`src/rtl/rmp_pkg.sv`:
```
// Shared types and constants for the ray-march photoionisation unit.
// No dependencies; imported by every module of the block except rmp_checker.
package rmp_pkg;

  localparam int unsigned QUEUE_DEPTH = 2;

  // Register indexes of the configuration port
  localparam logic [1:0] REG_INITIAL_FLUX    = 2'd0;
  localparam logic [1:0] REG_ABSORB_SCALE    = 2'd1;
  localparam logic [1:0] REG_RATE_SCALE      = 2'd2;
  localparam logic [1:0] REG_CUTOFF_FRACTION = 2'd3;

  localparam logic [31:0] INITIAL_FLUX_RST    = 32'h0001_0000;
  localparam logic [31:0] ABSORB_SCALE_RST    = 32'h0001_0000;
  localparam logic [31:0] RATE_SCALE_RST      = 32'h0001_0000;
  localparam logic [15:0] CUTOFF_FRACTION_RST = 16'h0001;

  // tau limit 12.0 in Q16.16, reciprocal of 3 for x/3 = (x*R) >> 33
  localparam logic [47:0] TAU_LIMIT  = 48'(12) << 16;
  localparam logic [32:0] DIV3_RECIP = 33'h0_AAAA_AAAB;
  localparam logic [16:0] Q16_ONE    = 17'h1_0000;

  typedef struct packed {
    logic [31:0] initial_flux;
    logic [31:0] absorb_scale;
    logic [31:0] rate_scale;
    logic [15:0] cutoff_fraction;
  } rmp_cfg_t;

  // One cell handed from the flux march to the rate back end
  typedef struct packed {
    logic [31:0] absorbed;
    logic [31:0] density;
    logic [31:0] entering;
    logic [31:0] exit_flux;
    logic        last;
    logic        cut;
  } rmp_entry_t;

endpackage

```
`src/rtl/rmp_queue.sv`:
```
// Short register FIFO between the flux march and the rate back end.
// Uses rmp_pkg for the entry type.
module rmp_queue import rmp_pkg::*; #(
  parameter int unsigned DEPTH = QUEUE_DEPTH
) (
  input  logic       clk,
  input  logic       rst_n,
  input  logic       push,
  input  rmp_entry_t push_data,
  output logic       full,
  input  logic       pop,
  output rmp_entry_t head,
  output logic       empty
);

  localparam int unsigned PW = (DEPTH > 1) ? $clog2(DEPTH) : 1;
  localparam int unsigned CW = $clog2(DEPTH + 1);

  rmp_entry_t    mem_r [DEPTH];
  logic [PW-1:0] wr_r, rd_r;
  logic [CW-1:0] cnt_r;

  assign full  = (cnt_r == CW'(DEPTH));
  assign empty = (cnt_r == '0);
  assign head  = mem_r[rd_r];

  function automatic logic [PW-1:0] ptr_inc(input logic [PW-1:0] p);
    ptr_inc = (p == PW'(DEPTH - 1)) ? '0 : p + PW'(1);
  endfunction

  always_ff @(posedge clk) begin
    if (!rst_n) begin
      wr_r  <= '0;
      rd_r  <= '0;
      cnt_r <= '0;
    end else begin
      if (push) wr_r <= ptr_inc(wr_r);
      if (pop)  rd_r <= ptr_inc(rd_r);
      if (push && !pop) cnt_r <= cnt_r + CW'(1);
      else if (pop && !push) cnt_r <= cnt_r - CW'(1);
    end
  end

  always_ff @(posedge clk) begin
    if (push) mem_r[wr_r] <= push_data;
  end

endmodule

```
`config.mk`:
```
export PLATFORM = sky130hd
export DESIGN_NAME = rmp_queue
export DESIGN_NICKNAME = d
export VERILOG_FILES = /design/src/rtl/rmp_pkg.sv /design/src/rtl/rmp_queue.sv
export SDC_FILE = /design/constraint.sdc
export NUM_CORES = 1
export LEC_CHECK = 0
export BUFFER_PORTS_ARGS = -buffer_cell sky130_fd_sc_hd__buf_2
export CORE_ASPECT_RATIO = 0.9
export CORE_MARGIN = 5
export CORE_UTILIZATION = 54
export CTS_BUF_LIST = sky130_fd_sc_hd__clkbuf_4
export DETAILED_ROUTE_END_ITERATION = 7
export GPL_TIMING_DRIVEN = 0
export PLACE_DENSITY = 0.82
export SLEW_MARGIN = 25
export SYNTH_ARGS = -nofsm -noshare
export SYNTH_HDL_FRONTEND = slang
export SYNTH_SLANG_ARGS = --single-unit
```
`constraint.sdc`:
```
create_clock -name clk -period 8.1 [get_ports clk]
set_input_delay 1.215 -clock clk [delete_from_list [all_inputs] [get_ports clk]]
set_output_delay 1.215 -clock clk [all_outputs]
set_load 0.05 [all_outputs]
```
* Word level (Yosys, flattened, before mapping) *
Memories as Yosys holds them, arrays and structs flattened. A register that Yosys moved wholly into a read port is not among the register bits.
Index checks and enable logic that the tools add are counted.

word-level totals
  register bits after elaboration = 4
  bits in writable memories = 260
  bits of input ports = 134
  output and inout bits = 132
  logic and storage cells = 23
  memories kept = 1

memories
  memory  words  width  rd ports  clocked after memory_dff  write ports  RTL line         source
  mem_r   2      130    1         1                         1            rmp_queue.sv:19  rmp_entry_t mem_r [DEPTH];

operators by class
  $add $sub $neg = 4
  equality and inequality tests = 1
  mux-type cells = 8
  reduce and logical (&&, ||, !) cells = 6

operators by type and width
  cell                   number
  $mux W1                6
  $mux W2                2
  $add A1 B1 Y1 const B  2
  $add A2 B1 Y2 const B  1
  $eq A2 B2 Y1 const B   1
  $logic_and A1 B1 Y1    2
  $logic_not A1 Y1       2
  $logic_not A2 Y1       1
  $reduce_bool A2 Y1     1
  $sub A2 B1 Y2 const B  1

* Logic depth before layout (Yosys ltp) *
  depth in word-level cells = 4
  mapped depth = 5
  depth with buffers taken out = 5

* Worst setup path after synthesis *
OpenSTA, ideal clock, no wires.

  path type = in2reg
  start = in push
  end = mem mem_r[0][0] (netlist name), enable pin
  setup time = 0.636 ns
  arrival = 6.880 ns
  setup slack = 0.584 ns
  stages on the path = 1
  cells stage by stage = nor2b_1

between the ends
  word-level cells in the longest chain between the ends = 2

RTL lines
  what                           RTL line         source
  start, declared                rmp_queue.sv:8   input logic push,
  $mux W1                        rmp_queue.sv:45  if (push) mem_r[wr_r] <= push_data;
  $mux W1 (implied by the code)  rmp_queue.sv:45
  end, declared                  rmp_queue.sv:19

No other way between the ends.

==> flow_metrics.py <==
metrics = {
    "clock_network": {
        "htree_levels": 3,
        "numCtsBuffers": 66,
        "hold_buffers": 0,
        "cts_tree": "done",
        "post_cts_buffers": 0,
        "cts_root_buf": "clkbuf_4",
        "clk_latency_ps": 640,
        "post_cts_resize_count": 0,
        "path_clk_slew_ps": 70,
        "clock_path_buffers": 3,
        "clock_sinks": 265,
    },
    "synthesis": {
        "synth_cells": 426,
        "ys.flop_type": "edfxtp_1",
        "synthesis.nets": 561,
        "yosys_warnings": 0,
        "synth.most_common_cell": "edfxtp_1",
        "synth_seq_area_share": 0.822,
        "async_reset_ff_frac": 0,
        "avgSynthCellArea_um2": 22.6,
        "synth_area_leaders": "edfxtp_1, mux2_2, buf_6",
        "synth_edf_count": 260,
        "ys_types": 17,
        "synth_area_um2": 9620,
        "synth_top_cell_by_area": "edfxtp_1",
        "synth_top_area_frac": 0.811,
        "synth_common_cells": "edfxtp_1, mux2_2, buf_6",
        "yosys_register_bits": 265,
    },
    "timing": {
        "clock.fmax_mhz": 305,
        "tightest_slew_ps": 549,
        "min_period_over_period": 0.405,
        "maxSlewViolCount": 0,
        "finalClockSkew_ps": 38.9,
        "final.min_clock_period_ps": 3280,
        "finalSetupViolCount": 0,
        "hold_violations": 0,
        "relSlewSlack": 0.633,
        "rsz0062_at_grt": "false",
    },
    "routing": {
        "drt_wl_total_um": 18900,
        "avgRoutedWirePerCell_um": 17.9,
        "drc": 0,
        "dr.pass1.iters": 4,
        "drt_iter0_markers": 228,
        "ant_nets": 0,
        "via_per_inst": 4.89,
        "num_vias": 5144,
    },
    "critical_path": {
        "cp.arrival_ps": 2060,
        "start_kind": "flip-flop",
        "critical_path_class": "reg2out",
        "cp-end-kind": "output port",
        "required_ps": 6880,
        "path_max_fanout": 10,
    },
    "final_layout": {
        "nets": 902,
        "final_util": 0.703,
        "areaGrowthSynthToFinish_pct": 28.3,
        "drive_gt1_frac": 0.640,
    },
    "power": {
        "power_mw": 3.28,
        "p_comb_frac": 0.164,
        "p_sw_uw": 873,
        "p_leak_nw": 4.75,
        "intPower_mw": 2.41,
        "p_seq_frac": 0.488,
        "power.density_nw_per_um2": 266,
        "pwr-share-clk": 0.348,
        "vdd_ir_drop_max_mv": 0.178,
        "sw_frac_of_total": 0.266,
    },
    "grt": {
        "overflow": 0,
        "grt_antenna_before_repair": 3,
        "grt_usage": 0.183,
        "grt_pass1_wl_um": 28700,
        "grt_max_degree": 55,
        "grt_pass1_vias": 5772,
    },
    "floorplan": {
        "initial_core_util": 0.548,
        "rows": 46,
        "die_x_um": 151,
        "fp.dieArea_um2": 20600,
        "core_um2": 17600,
        "pin_count": 266,
        "die_y_um": 137,
    },
    "placement": {
        "dp_hpwl_um": 13500,
        "portBuffers": 265,
        "gp_congestion": 0.728,
    },
    "outcome": {
        "status": "finished clean",
    },
    "run": {
        "maxCapViolCount": 0,
    },
    "hold_path": {
        "hold_class": "reg2reg",
    },
}
==> kinds of logic after synthesis <==
family                   count (synthesis)  synth area share
XOR/XNOR                                 3           0.00273
multiplexers                           130             0.152
flip-flops                             265             0.822
AO/OA/AOI/OAI                            3           0.00208
adder cells (fa/ha/maj)                  1           0.00130
buffers and inverters                   15            0.0144
AND/OR/NAND/NOR                          9           0.00559
==> through the flow <==
step                hold slack [ps]  cells  setup slack (ps)  setup TNS, ps  instance area [um2]
floorplan                       466    426               584              0                 9620
global placement                481    931             -2090        -272440                11200
detailed placement              582    939              5250              0                11500
CTS                             594   1051              4740              0                12300
global route                    612   1053              4680              0                12300
finish                          593   1053              4820              0                12300
==> area by class of cell <==
class	instances	area, um2
tap	240	300
fill	1105	5210
timing repair buffer	273	1520
multi-input combinational	146	1590
inverter	1	3.75
clock buffer	94	706
antenna	2	5.00
sequential	265	7910
buffer	14	135
clock inverter	18	178
==> worst max-delay path: stages (launching register included) <==
cell and delay, ps:
dfxtp_1 360, buf_4 280, buf_6 200, mux2_2 360, buf_2 220
==> power groups by stage <==
stage,Clock [mW],Combinational [mW],Sequential [mW]
2_1_floorplan,0,0.391,1.64
3_3_place_gp,0,0.514,1.64
3_5_place_dp,0,0.541,1.63
4_1_cts,1.18,0.543,1.60
5_1_grt,1.26,0.562,1.61
6_report,1.14,0.537,1.60
==> worst paths after layout <==
path	from	end	slack, ps	cells after the start
worst min-delay path	cnt_r[1]	cnt_r[1]	590	2
worst min register to register	cnt_r[1]	cnt_r[1]	590	2
worst max register to register	wr_r	mem_r[0][90]	6300	4
worst max-delay path	flip-flop	head[47]	4820	4
==> layer usage <==
metal / vias up / track usage / share of wire
met2: 209 / 0.313 / 0.51
met4: 2 / 0.0720 / 0.018
met1: 2483 / 0.199 / 0.36
met3: 32 / 0.0844 / 0.10
met5: - / 0 / 0.00069
li1: 2418 / - / -
==> placed cells by master, fill, tap and decap left out, drive strengths merged, types with 2 or more instances in the layout <==
cell / n
and2: 4
dfxtp: 5
buf: 287
nor2b: 3
diode: 2
clkinv: 13
clkbuf: 94
bufinv: 4
xor2: 2
edfxtp: 260
mux2: 130
==> sequential cells by signal (all words and copies together) (netlist names), named ones only <==
| signal | flops |
|---|---|
| mem_r | 260 |
| cnt_r | 2 |
| rd_r | 1 |
| wr_r | 1 |
Note: power is estimated with default switching activity, not from simulation.
