### src/rtl/rmp_pkg.sv
// Shared types and constants for the ray-march photoionisation unit.
// No dependencies; imported by every module of the block except rmp_checker.
package rmp_pkg;

  localparam int unsigned QUEUE_DEPTH = 2;

  // Register indexes of the configuration port
  localparam logic [1:0] REG_INITIAL_FLUX    = 2'd0;
  localparam logic [1:0] REG_ABSORB_SCALE    = 2'd1;
  localparam logic [1:0] REG_RATE_SCALE      = 2'd2;
  localparam logic [1:0] REG_CUTOFF_FRACTION = 2'd3;

  localparam logic [31:0] INITIAL_FLUX_RST    = 32'h0001_0000;
  localparam logic [31:0] ABSORB_SCALE_RST    = 32'h0001_0000;
  localparam logic [31:0] RATE_SCALE_RST      = 32'h0001_0000;
  localparam logic [15:0] CUTOFF_FRACTION_RST = 16'h0001;

  // tau limit 12.0 in Q16.16, reciprocal of 3 for x/3 = (x*R) >> 33
  localparam logic [47:0] TAU_LIMIT  = 48'(12) << 16;
  localparam logic [32:0] DIV3_RECIP = 33'h0_AAAA_AAAB;
  localparam logic [16:0] Q16_ONE    = 17'h1_0000;

  typedef struct packed {
    logic [31:0] initial_flux;
    logic [31:0] absorb_scale;
    logic [31:0] rate_scale;
    logic [15:0] cutoff_fraction;
  } rmp_cfg_t;

  // One cell handed from the flux march to the rate back end
  typedef struct packed {
    logic [31:0] absorbed;
    logic [31:0] density;
    logic [31:0] entering;
    logic [31:0] exit_flux;
    logic        last;
    logic        cut;
  } rmp_entry_t;

endpackage

### src/rtl/rmp_back.sv
// Rate back end: absorbed*rate_scale, saturation check and a bit-serial
// 64/32 divide by density, then the output register. Uses rmp_pkg.
module rmp_back import rmp_pkg::*; (
  input  logic        clk,
  input  logic        rst_n,
  input  logic [31:0] rate_scale,
  input  logic        q_empty,
  input  rmp_entry_t  q_head,
  output logic        q_pop,
  output logic        out_valid,
  input  logic        out_stall,
  output logic [31:0] out_rate_increment,
  output logic [31:0] out_entering_flux,
  output logic [31:0] out_exit_flux,
  output logic        out_ray_end,
  output logic        out_was_cut
);

  localparam logic [2:0] B_IDLE = 3'd0;
  localparam logic [2:0] B_MUL  = 3'd1;
  localparam logic [2:0] B_CHK  = 3'd2;
  localparam logic [2:0] B_DIV  = 3'd3;
  localparam logic [2:0] B_OUT  = 3'd4;

  logic [2:0]  state_r, state_nxt;
  rmp_entry_t  cur_r;
  logic [63:0] prod_r;
  logic [31:0] rem_r, quo_r, rate_r;
  logic [4:0]  cnt_r;
  logic        out_valid_r;
  logic        load_out;

  logic [32:0] trial, trial_sub;
  logic        ge;

  assign trial     = {rem_r, quo_r[31]};
  assign trial_sub = trial - {1'b0, cur_r.density};
  assign ge        = (trial >= {1'b0, cur_r.density});

  assign q_pop    = (state_r == B_IDLE) && !q_empty;
  assign load_out = (state_r == B_OUT) && (!out_valid_r || !out_stall);
  assign out_valid = out_valid_r;

  always_comb begin
    state_nxt = state_r;
    case (state_r)
      B_IDLE: if (!q_empty) state_nxt = B_MUL;
      B_MUL:  state_nxt = B_CHK;
      B_CHK: begin
        if (cur_r.density == '0 || prod_r[63:32] >= cur_r.density) state_nxt = B_OUT;
        else state_nxt = B_DIV;
      end
      B_DIV:  if (cnt_r == 5'd31) state_nxt = B_OUT;
      B_OUT:  if (load_out) state_nxt = B_IDLE;
      default: state_nxt = B_IDLE;
    endcase
  end

  always_ff @(posedge clk) begin
    if (!rst_n) begin
      state_r     <= B_IDLE;
      out_valid_r <= 1'b0;
    end else begin
      state_r <= state_nxt;
      if (load_out) out_valid_r <= 1'b1;
      else if (!out_stall) out_valid_r <= 1'b0;
    end
  end

  always_ff @(posedge clk) begin
    case (state_r)
      B_IDLE: if (!q_empty) cur_r <= q_head;
      B_MUL:  prod_r <= 64'(cur_r.absorbed) * 64'(rate_scale);
      B_CHK: begin
        // quotient of 2^32 or more saturates; zero density gives no rate
        rate_r <= (cur_r.density == '0) ? 32'd0 : 32'hFFFF_FFFF;
        rem_r  <= prod_r[63:32];
        quo_r  <= prod_r[31:0];
        cnt_r  <= '0;
      end
      B_DIV: begin
        rem_r  <= ge ? trial_sub[31:0] : trial[31:0];
        quo_r  <= {quo_r[30:0], ge};
        rate_r <= {quo_r[30:0], ge};
        cnt_r  <= cnt_r + 5'd1;
      end
      default: ;
    endcase
    if (load_out) begin
      out_rate_increment <= rate_r;
      out_entering_flux  <= cur_r.entering;
      out_exit_flux      <= cur_r.exit_flux;
      out_ray_end        <= cur_r.last;
      out_was_cut        <= cur_r.cut;
    end
  end

endmodule

### config.mk
export PLATFORM = sky130hd
export DESIGN_NAME = rmp_back
export DESIGN_NICKNAME = d
export VERILOG_FILES = /design/src/rtl/rmp_pkg.sv /design/src/rtl/rmp_back.sv
export SDC_FILE = /design/constraint.sdc
export NUM_CORES = 2
export LEC_CHECK = 0
export BUFFER_PORTS_ARGS = -buffer_cell sky130_fd_sc_hd__buf_2
export CELL_PAD_IN_SITES_DETAIL_PLACEMENT = 0
export CELL_PAD_IN_SITES_GLOBAL_PLACEMENT = 1
export CORE_MARGIN = 4
export CORE_UTILIZATION = 46
export DETAILED_ROUTE_END_ITERATION = 8
export GPL_TIMING_DRIVEN = 0
export PLACE_DENSITY = 0.77
export SYNTH_ARGS = -nofsm -noshare
export SYNTH_HDL_FRONTEND = slang
export SYNTH_SLANG_ARGS = --single-unit
### constraint.sdc
create_clock -name clk -period 20.7 [get_ports clk]
set_clock_uncertainty 0.05 [all_clocks]
set_input_delay 4.14 -clock clk [delete_from_list [all_inputs] [get_ports clk]]
set_output_delay 4.14 -clock clk [all_outputs]
set_load 0.01 [all_outputs]
======== After elaboration in Yosys (flattened, before gate mapping) ========
Index checks and enable logic that the tools add are counted.
W data, S select, Z words.
operators by class
  reductions and logical operators ........ 12
  magnitude comparators ................... 2
  divide/modulo/power cells ............... 0
  mux-type cells .......................... 13
  $add $sub $neg .......................... 2
  multipliers ............................. 1
  bitwise operators ....................... 1
  shift-type cells ........................ 0
  eq/ne operators ......................... 9
operators by type and width
  cell                   number
  $pmux W32 S2           3
  $mul A32 B32 Y64       1
  $mux W32               2
  $ge A33 B32 Y1         1
  $ge A32 B32 Y1         1
  $logic_not A32 Y1      1
  $sub A32 B32 Y32       1
  $pmux W3 S5            1
  $mux W3                4
  $pmux W5 S2            1
  $eq A3 B2 Y1 const B   2
  $ne A2 B2 Y1 const B   3
  $add A5 B1 Y5 const B  1
  $eq A5 B5 Y1 const B   1
  $eq A3 B1 Y1 const B   1
  $eq A3 B3 Y1 const B   1
  $logic_not A1 Y1       3
  $logic_not A3 Y1       1
  $reduce_and A3 Y1      1
  $logic_and A1 B1 Y1    2
  $logic_or A1 B1 Y1     2
  $mux W1                2
  $ne A2 B1 Y1 const B   1
  $reduce_and A2 Y1      1
  2 further kinds        2
word-level totals
  memory bits (read-only) ................. 0
  memories kept ........................... 0
  logic and storage cells ................. 58
  output and inout port bits .............. 100
  RAM bits ................................ 0
  register bits ........................... 397
  bits in latches ......................... 0
  bits of input ports ..................... 166

======== Depth between registers and ports, before layout ========
  word-level depth ........................ 5
  depth in mapped cells ................... 29
  depth with buffers taken out ............ 27

======== Worst setup path after synthesis ========
OpenSTA, ideal clock, no wires.
  path kind ............................... in2out
  start ................................... input port q_empty
  end ..................................... output port q_pop
  stages .................................. 1
  required time ........................... 16.510 ns
  path slack .............................. -0.115 ns
  path buffers ............................ 0
  data arrival time ....................... 16.625 ns
  cell sequence ........................... nor4_1
between the ends
  word-level cells in the longest chain between the ends .. 2
ends and longest elaborated chain
  what                 line            RTL
  start: declaration   rmp_back.sv:7   input logic q_empty,
  $logic_not A1 Y1     n/a
  $logic_and A1 B1 Y1  rmp_back.sv:40  assign q_pop = (state_r == B_IDLE) && !q_empty;
  end: declaration     rmp_back.sv:9   output logic q_pop,
No other way between the ends.

======== Worst setup path in the final report ========
  start ................................... input port rate_scale[16]
  end ..................................... register prod_r[59], data pin
between the ends
  word-level cells in the longest chain between the ends .. 1
ends and longest elaborated chain
  what                    line            RTL
  start: declaration      rmp_back.sv:6   input logic [31:0] rate_scale,
  $mul A32 B32 Y64        rmp_back.sv:73  B_MUL: prod_r <= 64'(cur_r.absorbed) * 64'(rate_scale);
  end signal: assignment  rmp_back.sv:73
  end: declaration        rmp_back.sv:27  logic [63:0] prod_r;
No other way between the ends.
A chain may end at the register's enable or synchronous reset.

==> results_dict.tcl <==
set metrics [dict create \
    status "finished clean" \
    htreeDepth 2 \
    hold_viol_final 0 \
    io_pins 266 \
    seq_area_frac_synth_pct 24.23 \
    regArea_mm2 0.01188 \
    drt-vias-per-instance 5.387 \
    cts_buffer_depth 3 \
    slew_violations 0 \
    post_drt_wl_per_cell_um 24.53 \
    cp_max_fo 12 \
    rows 119 \
    fillers 9695 \
    hold_path.class "reg -> reg" \
    grt_pass1_wl_mm 237.8 \
    first_iter_violations 2813 \
    yosysWarnings 0 \
    post-place-ws_ns 7.484 \
    grt_max_degree 36 \
    synth_area_mm2 0.04903 \
    grt_pass1_vias 37090 \
    fin_crit_ns 12.76 \
    ys_ff_latch 397 \
    die_h_um 334.5 \
    path_class "in -> reg" \
    clkTransAtPathRegs_ns 0.06 \
    dr.pass1.iters 5 \
    gp_congestion 0.9908 \
    cp-end-kind "register" \
    finalCritPeriodShare_pct 61.62 \
    required_ns 21.04 \
    root_buffer "clkbuf_16" \
    route.detailed.drc 0 \
    io_buffers 265 \
    multi_input_area_mm2 0.03283 \
    fin_nets 6449 \
    holdBufCountCts 0 \
    synthCells 4724 \
    ant_nets 0 \
    worstPathArrival_ns 13.09 \
    drive_gt1_share_pct 7.578 \
    vias 35000 \
    setup_violations 0 \
    placedInstanceArea_mm2 0.05245 \
    drt_wl_total_mm 159.3 \
    start_util_pct 46.45 \
    syn_avg_cell_area_um2 10.38 \
    die-area_mm2 0.1119 \
    synth-edff-count 393 \
    rsz0062_at_grt "no" \
    coreArea_mm2 0.1056 \
    antenna_found_initial 13 \
    setup_ws_ns 7.944 \
    synth_area_leaders "fa_1 37%, edfxtp_1 24%, ha_1 8.4%" \
    clock.fmax_ghz 0.07839 \
    cts_tree "done" \
    cp-start-kind "input pin" \
    area_growth_pct 10.21 \
    clock_sinks 397 \
    grt-ovfl-total 0 \
    dpl.hpwl_mm 130.5 \
    stdcell_area_mm2 0.05404 \
    ys.flop_type "edfxtp_1" \
    relSlewSlack_pct 18.54 \
    clk_latency_ns 0.65 \
    tightest_slew_ns 1.222 \
    synth_top_area_share_pct 36.62 \
    synth_nets 6116 \
    die_x_um 334.5 \
    ctsResizeCount 0 \
    setup-tns-final_ns 0 \
    cts_setup_buffers 0 \
    yosys.area.top_type "fa_1" \
    async_reset_ff_share_pct 0 \
    grtUsageTotal_pct 28.90 \
    drv_cap 0 \
    cts_buffers 45 \
    ys_types 67 \
]
## logic make-up after synthesis
group,synth area share (%)
compound gates,5.443
xor+xnor,1.608
fa+ha+maj,45.02
buf+inv,8.893
flops,24.23
mux,0.2042
simple gates,14.60
## cells in the mapped netlist (4+ instances only)
cell and count:
edfxtp_1 393, a21oi_1 125, a31oi_1 18, dfxtp_1 4, mux2i_1 10, fa_1 897
nand4_1 27, clkbuf_1 223, nor4_1 12, and2_1 585, o21ai_0 65, o21bai_1 13
nand3_1 16, o21a_1 44, a21o_1 54, xor2_1 45, nor2_1 87, a211oi_1 10
nor3_1 15, xnor2_1 45, nand2_1 638, ha_1 329, and3_1 16, o21ai_1 26
buf_2 5, or3_1 6, inv_1 904, nand2b_1 13, a311oi_1 5, o31ai_1 7
o211ai_1 10, o31a_1 4, nor2b_1 10, buf_1 9
## per-layer routing
| layer | global-route usage [%] | up-vias | routed length [um] |
|---|---|---|---|
| met5 | 0 | - | 14 |
| met3 | 7.617 | 368 | 17460 |
| met2 | 44.80 | 1785 | 69980 |
| met1 | 38.78 | 17600 | 63720 |
| li1 | - | 15240 | - |
| met4 | 12.16 | 2 | 8174 |
## state kept, by name, summed over array words and instances (netlist names), 3 cells and up
| name | flops |
|---|---|
| prod_r | 64 |
| out_entering_flux | 32 |
| cnt_r | 5 |
| rem_r | 32 |
| out_exit_flux | 32 |
| rate_r | 32 |
| quo_r | 32 |
| state_r | 3 |
| cur_r | 130 |
| out_rate_increment | 32 |
## critical path, cell delays in order
cell	delay (ns)
buf_2	0.22
clkbuf_1	0.88
and2_1	0.26
fa_1	0.46
fa_1	0.53
inv_1	0.05
fa_1	0.40
fa_1	0.55
inv_1	0.06
fa_1	0.55
fa_1	0.43
fa_1	0.49
inv_1	0.11
fa_1	0.58
inv_1	0.06
ha_1	0.27
buf_2	0.21
nand2_1	0.11
o21ai_0	0.36
nor2_1	0.17
a2111oi_1	0.65
a31oi_1	0.31
o21ai_1	0.38
a21oi_1	0.15
o31ai_1	0.27
a21oi_1	0.11
xnor2_1	0.30
## path summary, 6_finish.rpt
check	from	end	slack, ns	cells past startpoint
worst max-delay path	rate_scale[16]	prod_r[59]$_DFFE_PP_	7.94	27
worst max register to register	cur_r[105]$_DFFE_PP_	prod_r[59]$_DFFE_PP_	10.89	25
worst min-delay path	cur_r[41]$_DFFE_PP_	out_entering_flux[7]$_DFFE_PP_	0.31	0
worst min register to register	cur_r[41]$_DFFE_PP_	out_entering_flux[7]$_DFFE_PP_	0.31	0
## metrics by stage
step | hold slack (ns) | instances | util, %
after global placement | 0.3510 | 6380 | 49.36
after CTS | 0.3051 | 6485 | 51.16
after detailed placement | 0.3545 | 6401 | 49.68
final | 0.3149 | 6496 | 51.19
after global routing | 0.3083 | 6487 | 51.17
after floorplan | 0.3503 | 4724 | -
## cells in the final DEF, fill, tap and decap left out, drive strengths merged, types with 10 or more instances in the layout
cell type / netlist / routed
a211oi: 10 / 10
a21o: 54 / 54
a21oi: 126 / 126
a31oi: 19 / 19
and2: 585 / 585
and3: 16 / 16
buf: 20 / 306
clkbuf: 223 / 272
clkinv: 0 / 19
diode: 0 / 11
edfxtp: 393 / 393
fa: 897 / 897
ha: 329 / 329
inv: 904 / 909
mux2i: 10 / 10
nand2: 639 / 639
nand2b: 13 / 13
nand3: 16 / 16
nand4: 27 / 27
nor2: 87 / 87
nor2b: 10 / 10
nor3: 15 / 15
nor4: 13 / 13
o211ai: 10 / 10
o21a: 44 / 44
o21ai: 92 / 92
o21bai: 13 / 13
xnor2: 45 / 45
xor2: 45 / 45
## final cells by class
cell class              instances  area share (%)
repair buffers                286           3.024
clock buffers                  49           2.151
diodes                         11         0.05094
clock inverters                35          0.7479
well taps                    1391           3.221
inverters                     904           6.279
flip-flops and latches        397           21.99
multi-input cells            3180           60.75
plain buffers                 243           1.790
Power is left out: the tool's default activity adds up to more than one toggle a clock period on the data nets, which glitch-free logic cannot reach.
