==> src/rtl/rmp_pkg.sv <==
// Shared types and constants for the ray-march photoionisation unit.
// No dependencies; imported by every module of the block except rmp_checker.
package rmp_pkg;

  localparam int unsigned QUEUE_DEPTH = 2;

  // Register indexes of the configuration port
  localparam logic [1:0] REG_INITIAL_FLUX    = 2'd0;
  localparam logic [1:0] REG_ABSORB_SCALE    = 2'd1;
  localparam logic [1:0] REG_RATE_SCALE      = 2'd2;
  localparam logic [1:0] REG_CUTOFF_FRACTION = 2'd3;

  localparam logic [31:0] INITIAL_FLUX_RST    = 32'h0001_0000;
  localparam logic [31:0] ABSORB_SCALE_RST    = 32'h0001_0000;
  localparam logic [31:0] RATE_SCALE_RST      = 32'h0001_0000;
  localparam logic [15:0] CUTOFF_FRACTION_RST = 16'h0001;

  // tau limit 12.0 in Q16.16, reciprocal of 3 for x/3 = (x*R) >> 33
  localparam logic [47:0] TAU_LIMIT  = 48'(12) << 16;
  localparam logic [32:0] DIV3_RECIP = 33'h0_AAAA_AAAB;
  localparam logic [16:0] Q16_ONE    = 17'h1_0000;

  typedef struct packed {
    logic [31:0] initial_flux;
    logic [31:0] absorb_scale;
    logic [31:0] rate_scale;
    logic [15:0] cutoff_fraction;
  } rmp_cfg_t;

  // One cell handed from the flux march to the rate back end
  typedef struct packed {
    logic [31:0] absorbed;
    logic [31:0] density;
    logic [31:0] entering;
    logic [31:0] exit_flux;
    logic        last;
    logic        cut;
  } rmp_entry_t;

endpackage

==> src/rtl/rmp_front.sv <==
// Flux march front end: accepts cells, evaluates exp(-tau) on a shared multiplier,
// updates the running flux and cut flag, and pushes one entry per cell. Uses rmp_pkg.
module rmp_front import rmp_pkg::*; (
  input  logic        clk,
  input  logic        rst_n,
  input  rmp_cfg_t    cfg,
  input  logic        in_valid,
  output logic        in_stall,
  input  logic [31:0] in_density,
  input  logic        in_first_in_ray,
  input  logic        in_last_in_ray,
  input  logic        q_full,
  output logic        q_push,
  output rmp_entry_t  q_data
);

  localparam logic [3:0] F_IDLE = 4'd0;
  localparam logic [3:0] F_TAU  = 4'd1;
  localparam logic [3:0] F_YY   = 4'd2;
  localparam logic [3:0] F_T2   = 4'd3;
  localparam logic [3:0] F_T3   = 4'd4;
  localparam logic [3:0] F_T3D  = 4'd5;
  localparam logic [3:0] F_T4   = 4'd6;
  localparam logic [3:0] F_SQ   = 4'd7;
  localparam logic [3:0] F_SQW  = 4'd8;
  localparam logic [3:0] F_ABS  = 4'd9;
  localparam logic [3:0] F_NFL  = 4'd10;
  localparam logic [3:0] F_CUT  = 4'd11;
  localparam logic [3:0] F_CMP  = 4'd12;
  localparam logic [3:0] F_PUSH = 4'd13;

  logic [3:0]  state_r, state_nxt;
  logic [31:0] flux_r;
  logic        cut_r;
  logic [31:0] dens_r;
  logic        last_r;
  logic [65:0] p_r;
  logic [27:0] y_r;
  logic        big_r;
  logic [30:0] t2_r, t3_r;
  logic [32:0] s_r;
  logic [2:0]  cnt_r;
  logic [16:0] e_r;
  logic [31:0] absorbed_r, nflux_r;
  rmp_entry_t  ent_r;

  logic [32:0] mul_a, mul_b;
  logic [27:0] y_c;
  logic [33:0] s_sum;
  logic [65:0] sq_rnd, nf_rnd;
  logic [33:0] e_rnd;
  logic [16:0] e_c;
  logic        cut_now;

  assign in_stall = (state_r != F_IDLE);
  assign q_push   = (state_r == F_PUSH) && !q_full;
  assign q_data   = ent_r;

  assign y_c     = {p_r[35:16], 8'b0};
  assign s_sum   = (34'd1 << 32) - 34'(y_r) + 34'(t2_r) - 34'(t3_r) + 34'(p_r[63:34]);
  assign sq_rnd  = p_r + (66'd1 << 31);
  assign nf_rnd  = p_r + (66'd1 << 15);
  assign e_rnd   = 34'(s_r) + (34'd1 << 15);
  assign e_c     = big_r ? 17'd0 : e_rnd[32:16];
  assign cut_now = {nflux_r, 16'b0} < p_r[47:0];

  always_comb begin
    mul_a = '0;
    mul_b = '0;
    case (state_r)
      F_TAU: begin mul_a = 33'(dens_r);       mul_b = 33'(cfg.absorb_scale); end
      F_YY:  begin mul_a = 33'(y_c);          mul_b = 33'(y_c);              end
      F_T2:  begin mul_a = 33'(p_r[63:33]);   mul_b = 33'(y_r);              end
      F_T3:  begin mul_a = 33'(p_r[63:32]);   mul_b = DIV3_RECIP;            end
      F_T3D: begin mul_a = 33'(p_r[63:33]);   mul_b = 33'(y_r);              end
      F_SQ:  begin mul_a = s_r;               mul_b = s_r;                   end
      F_ABS: begin mul_a = 33'(flux_r);       mul_b = 33'(Q16_ONE - e_c);    end
      F_NFL: begin mul_a = 33'(flux_r);       mul_b = 33'(e_r);              end
      F_CUT: begin mul_a = 33'(cfg.cutoff_fraction); mul_b = 33'(cfg.initial_flux); end
      default: begin mul_a = '0; mul_b = '0; end
    endcase
  end

  always_comb begin
    state_nxt = state_r;
    case (state_r)
      F_IDLE: if (in_valid) begin
        state_nxt = (cut_r && !in_first_in_ray) ? F_PUSH : F_TAU;
      end
      F_TAU:  state_nxt = F_YY;
      F_YY:   state_nxt = F_T2;
      F_T2:   state_nxt = F_T3;
      F_T3:   state_nxt = F_T3D;
      F_T3D:  state_nxt = F_T4;
      F_T4:   state_nxt = F_SQ;
      F_SQ:   state_nxt = F_SQW;
      F_SQW:  state_nxt = (cnt_r == 3'd7) ? F_ABS : F_SQ;
      F_ABS:  state_nxt = F_NFL;
      F_NFL:  state_nxt = F_CUT;
      F_CUT:  state_nxt = F_CMP;
      F_CMP:  state_nxt = F_PUSH;
      F_PUSH: if (!q_full) begin
        state_nxt = F_IDLE;
      end
      default: state_nxt = F_IDLE;
    endcase
  end

  always_ff @(posedge clk) begin
    if (!rst_n) begin
      state_r <= F_IDLE;
      flux_r  <= '0;
      cut_r   <= 1'b0;
    end else begin
      state_r <= state_nxt;
      if (state_r == F_IDLE && in_valid && in_first_in_ray) begin
        flux_r <= cfg.initial_flux;
        cut_r  <= 1'b0;
      end
      if (state_r == F_CMP) begin
        flux_r <= nflux_r;
        cut_r  <= cut_now;
      end
    end
  end

  always_ff @(posedge clk) begin
    p_r <= 66'(mul_a) * 66'(mul_b);
    case (state_r)
      F_IDLE: if (in_valid) begin
        dens_r <= in_density;
        last_r <= in_last_in_ray;
        // cells beyond the cut carry zeros straight through
        ent_r  <= '{absorbed: 32'd0, density: 32'd0, entering: 32'd0,
                    exit_flux: 32'd0, last: in_last_in_ray, cut: 1'b1};
      end
      F_YY: begin
        y_r   <= y_c;
        big_r <= (p_r[63:16] >= TAU_LIMIT);
      end
      F_T2:  t2_r <= p_r[63:33];
      F_T3D: t3_r <= p_r[63:33];
      F_T4: begin
        s_r   <= s_sum[32:0];
        cnt_r <= '0;
      end
      F_SQW: begin
        s_r   <= sq_rnd[64:32];
        cnt_r <= cnt_r + 3'd1;
      end
      F_ABS: e_r <= e_c;
      F_NFL: absorbed_r <= p_r[47:16];
      F_CUT: nflux_r <= nf_rnd[47:16];
      F_CMP: begin
        ent_r <= '{absorbed: absorbed_r, density: dens_r, entering: flux_r,
                   exit_flux: (last_r && !cut_now) ? nflux_r : 32'd0,
                   last: last_r, cut: cut_now};
      end
      default: ;
    endcase
  end

endmodule

==> config.mk <==
export PLATFORM = sky130hd
export DESIGN_NAME = rmp_front
export DESIGN_NICKNAME = d
export VERILOG_FILES = /design/src/rtl/rmp_pkg.sv /design/src/rtl/rmp_front.sv
export SDC_FILE = /design/constraint.sdc
export NUM_CORES = 2
export LEC_CHECK = 0
export BUFFER_PORTS_ARGS = -buffer_cell sky130_fd_sc_hd__buf_2
export CAP_MARGIN = 20
export CORE_ASPECT_RATIO = 1.5
export CORE_MARGIN = 2
export CORE_UTILIZATION = 35
export DETAILED_ROUTE_END_ITERATION = 12
export HOLD_SLACK_MARGIN = 0.1
export MAX_ROUTING_LAYER = met4
export PLACE_DENSITY = 0.57
export SLEW_MARGIN = 40
export SYNTH_ARGS = -nofsm -noshare
export SYNTH_HDL_FRONTEND = slang
export SYNTH_SLANG_ARGS = --single-unit
export TNS_END_PERCENT = 50
==> constraint.sdc <==
create_clock -name clk -period 20.3 [get_ports clk]
set_input_delay 1.015 -clock clk [delete_from_list [all_inputs] [get_ports clk]]
set_output_delay 1.015 -clock clk [all_outputs]
set_load 0.02 [all_outputs]
* Yosys cells after proc, flatten, opt, wreduce, memory -nomap -nowiden
Cells that the tools add are included.
** Operators by class
- $add $sub $neg :: 9
- Multipliers :: 1
- $lt $le $gt $ge :: 2
- Equality and inequality tests :: 16
- Muxes and demuxes :: 17
- Reduce and logical (&&, ||, !) cells :: 18
** Operators by type and width (number)
- $pmux W33 S8 :: 1
- $pmux W130 S2 :: 1
- $pmux W33 S7 :: 1
- $mux W130 :: 1
- $mux W32 :: 3
- $pmux W33 S2 :: 1
- $add A65 B32 Y65 const B :: 1
- $mul A33 B33 Y65 :: 1
- $pmux W4 S14 :: 1
- $add A48 B16 Y48 const B :: 1
- $ge A48 B20 Y1 const B :: 1
- $lt A48 B48 Y1 :: 1
- $add A33 B16 Y33 const B :: 1
- $add A33 B30 Y33 :: 1
- $add A33 B31 Y33 :: 1
- $sub A33 B28 Y33 const A :: 1
- $sub A33 B31 Y33 :: 1
- $eq A4 B4 Y1 const B :: 6
- $sub A17 B17 Y18 const A :: 1
- $mux W17 :: 1
- $eq A4 B3 Y1 const B :: 4
- $mux W4 :: 4
- $eq A4 B2 Y1 const B :: 2
- $pmux W3 S2 :: 1
- other kinds (12) :: 25
** Word-level totals
- Register bits after elaboration :: 465
- Input bits :: 150
- Output and inout port bits :: 132
- Word-level logic and storage cells :: 84

* Depth between registers and ports, before layout
- Word-level depth :: 5
- Gate-level depth with buffers :: 42
- Mapped depth without buffers :: 39

* Least setup slack after synthesis
OpenSTA, ideal clock, no wires.
- Path kind :: register to register
- Start point :: register state_r[0]
- End point :: register p_r[59]
- Setup time :: 0.072 ns
- Arrival :: 11.704 ns
- Data required time :: 20.228 ns
- Path slack :: 8.524 ns
- Cell stages (with the launch flop) :: 38
- Path buffers :: 6
- Period minus slack after synthesis :: 11.776 ns
- Cells stage by stage :: dfxtp_1 -> clkbuf_1 -> nand2_1 -> nor3_1 -> or2_2 -> clkbuf_1 -> clkbuf_1 -> clkbuf_1 -> nand2_1 -> nand4_1 -> clkbuf_1 -> nand2_1 -> fa_1 -> inv_1 -> fa_1 -> inv_1 -> fa_1 -> inv_1 -> [... 2 more ...] -> fa_1 -> fa_1 -> inv_1 -> fa_1 -> inv_1 -> ha_1 -> clkbuf_1 -> and4_1 -> nand3_1 -> or3_1 -> nor3_1 -> a2111o_1 -> a31oi_1 -> o31a_1 -> o41ai_1 -> nand3_1 -> a21oi_1 -> xor2_1
** Between the ends
- Longest elaborated chain between the ends :: 4
- Elaborated cells on any way between the ends :: 14
- Classes of those cells :: 1 x mul; 9 x eq/ne; 2 x mux; 2 x reduce/logical
** Ends and longest elaborated chain
- start: declaration :: line rmp_front.sv:32 : logic [3:0] state_r, state_nxt;
- start signal: assignment :: line rmp_front.sv:115 : state_r <= state_nxt;
- $eq A4 B3 Y1, or another cell as far along :: line rmp_front.sv:70 : case (state_r)
- $reduce_or A2 Y1 (no line)
- $pmux W33 S8 or $pmux W33 S7 (tied branches) :: line rmp_front.sv:70
- $mul A33 B33 Y65 (*) :: line rmp_front.sv:128 : p_r <= 66'(mul_a) * 66'(mul_b);
- end signal: assignment :: line rmp_front.sv:128
- end: declaration :: line rmp_front.sv:37 : logic [65:0] p_r;
Every way passes the cells marked *; elsewhere a longest branch is shown, timed or not.
A chain may end at the register's enable or synchronous reset.

* Final worst setup path
- Start point :: register s_r[20]
- End point :: register p_r[59]
** Between the ends
- Longest elaborated chain between the ends :: 5
- Elaborated cells on any way between the ends :: 6
- Classes of those cells :: 2 x add/sub; 1 x mul; 3 x mux
** Ends and longest elaborated chain
- start: declaration :: line rmp_front.sv:41 : logic [32:0] s_r;
- start signal: assignment :: line rmp_front.sv:144 : s_r <= s_sum[32:0];
- start signal: assignment :: line rmp_front.sv:148 : s_r <= sq_rnd[64:32];
- $add A33 B16 Y33 :: line rmp_front.sv:63 : assign e_rnd = 34'(s_r) + (34'd1 << 15);
- $mux W17 :: line rmp_front.sv:64 : assign e_c = big_r ? 17'd0 : e_rnd[32:16];
- net e_c[10] :: line rmp_front.sv:52 : logic [16:0] e_c;
- $sub A17 B17 Y18 :: line rmp_front.sv:77 : F_ABS: begin mul_a = 33'(flux_r); mul_b = 33'(Q16_ONE - e_c); end
- $pmux W33 S8 :: line rmp_front.sv:70
- $mul A33 B33 Y65 :: line rmp_front.sv:128
The timed path passes the listed nets, and every way through them passes these cells.

==> results.yml <==
outcome:
  outcome: "complete, no violations"
grt:
  antenna_found_initial: 11
  grt_pass1_vias: 46200
  grt_max_degree: 86
  grt_pass1_wl_mm: 311
  overflow: 0
  grtUsageTotal_pct: 26.4
setup_path:
  end_kind: "flop"
  crit_type: "reg -> reg"
  worstPathArrival_ns: 14.02
  r2r_slack_ns: 6.81
  critPathTopFamily: "simple AND/OR/NAND/NOR gates"
  worstSetupStartpoint: "s_r[20]"
  reg2reg_depth: 34
  cp_num_cells: 34
  path_max_fanout: 19
  critPathMaxStageDelay_ns: 0.79
  r2r_start: "s_r[20]"
  cpMaxStageDelayCell: "nand4_2"
  crit_path_frequent_cell: "fa_1"
  crit_buf_inv: 3
  crit_required_ns: 20.84
  r2r-end: "p_r[59]"
  startpoint_type: "flop"
final_layout:
  final_cell_mix: "1,131 x inv_1, 1,019 x nand2_1, 1,007 x fa_1"
  multi_input_area_um2: 38500
  seqCellArea_um2: 12900
  drive_gt1_share_pct: 9.33
  stdcell_area_um2: 62400
  fin_nets: 7540
  area_delta_synth_final_pct: 9.76
  num-fill-cells: 16200
  layout_commonest_cell: "inv_1"
drt:
  vias: 44000
  drtIter0Drc: 3730
  wl_per_cell_um: 26.1
  dr.pass1.iters: 6
  wirelength_mm: 213
  viasPerCell: 5.37
  route.detailed.drc: 0
  detail-route-antenna-nets: 0
logic_synthesis:
  ys.flop_type: "edfxtp_1"
  ys.warnings.count: 0
  synth_cell_types: 75
  synth.yosys.seq_area_share_pct: 22.8
  ys_ff_latch: 465
  synth_area_per_cell_um2: 9.63
  syn_nets: 7401
  syn_inst: 5903
  syn-cell-area_um2: 56800
  async_flop_share_pct: 0
  synth_edf_count: 363
timing:
  finalCritPeriodShare_pct: 66.4
  fin_crit_ns: 13.49
  tightestPinTransition_ns: 0.935
  fmax_ghz: 0.0742
  skew_ns: 0.0499
  slew_headroom_pct: 37.7
  hold_viol_final: 0
  tns_ns: 0
  maxSlewViolCount: 0
  setup_viol: 0
  rsz0062_at_grt: "false"
die:
  start_util_pct: 35.1
  rows: 181
  io_pins: 282
  die_w_um: 333
  die_y_um: 498
  design.core.area_um2: 162000
  die_area_um2: 166000
placed_design:
  postPlaceCellArea_um2: 60900
  routabilityCongestion: 0.975
  hpwl_mm: 164
  io_buffers: 249
min_path:
  min_path_type: "reg -> reg"
  min_path_cells: 2
  holdPathEnd: "cut_r"
  min_from: "cut_r"
cts:
  cts_buffer_depth: 3
  clk_latency_ns: 0.62
  cts_setup_buffers: 0
  cts_tree: "yes"
  clock_sinks: 465
  holdBufCountCts: 0
  cts_root_buffer: "clkbuf_16"
  htreeDepth: 2
  cts_buffers: 43
  cts_resized: 0
  clkTransAtPathRegs_ns: 0.08
power:
  power_density_nw_per_um2: 111
  p_leak_nw: 28.9
  vdd_ir_drop_max_uv: 101
flow_run:
  cap_violations: 0
## metal layers
layer,global-route usage [%],up-vias,wire length [um]
li1,-,18600,-
met1,29.1,22400,74800
met2,44.7,2277,105000
met3,3.46,683,15800
met4,17.5,0,17800
met5,-,-,0
## worst min-delay path: stages, from the launching register on
cell and delay, ns:
dfxtp_1 0.31, nand2_1 0.05, o22ai_1 0.07
## registers in the layout (all words and copies together) (netlist names)
signal	count
y_r	20
s_r	33
absorbed_r	32
nflux_r	32
big_r	1
state_r	4
p_r	65
cut_r	1
t3_r	31
dens_r	32
t2_r	31
e_r	17
cnt_r	3
flux_r	32
last_r	1
q_data	130
## layout make-up
cell class | instances | share of cell area [%]
Clock buffer | 46 | 1.74
Antenna cell | 6 | 0.0241
Timing Repair Buffer | 425 | 4.15
Tap cell | 2104 | 4.22
Inverter | 1132 | 6.81
Sequential cell | 465 | 20.7
Clock inverter | 33 | 0.588
Multi-Input combinational cell | 3975 | 61.7
## worst max path at each step
stage and end:
3_3_place_gp p_r[59], 3_5_place_dp p_r[59], 4_1_cts p_r[59], 2_1_floorplan p_r[59]
5_1_grt p_r[59], 6_report p_r[59]
## metrics by stage
stage,total power [W],setup slack [ns],hold WS (ns),std cells,util (%)
finish,0.00690,6.81,0.481,8186,38.6
global route,0.00738,6.40,0.511,8185,38.6
CTS,0.00687,6.54,0.483,8178,38.5
detailed placement,0.00596,6.63,0.472,8099,37.6
global placement,0.00592,6.48,0.463,8094,37.6
floorplan,0.00428,8.52,0.441,5903,-
## synthesized netlist by cell type, drive strengths merged, types with 28 or more instances
cell type	count	area, um2
edfxtp	363	10900
clkbuf	273	1030
buf	58	332
nor3	42	210
dfxtp	102	2040
and2	186	1160
a21oi	129	646
and3	28	175
o211a	33	330
nand4	46	300
o21ai	71	355
ha	341	4270
nor2	355	1330
inv	1131	4250
a21o	68	510
xor2	54	473
nand3	101	551
xnor2	127	1110
nand2	1019	3820
fa	1007	20200
a22oi	68	510
## cell families after synthesis
group	count (synthesis)	share of synthesized area [%]
AOI/OAI and AO/OA	574	7.12
xor gates and xnor gates	181	2.79
adders and majority gates	1348	43.0
buffers and inverters	1463	9.86
DFF	465	22.8
muxes	1	0.0198
and+or+nand+nor	1871	14.5
## report_power, final
| part | internal (W) | switching [W] |
|---|---|---|
| logic | 0.00162 | 0.00310 |
| registers | 0.00123 | 0.0000737 |
| clock network | 0.000445 | 0.000435 |
| total | 0.00329 | 0.00361 |
(Power assumes the default switching activity.)
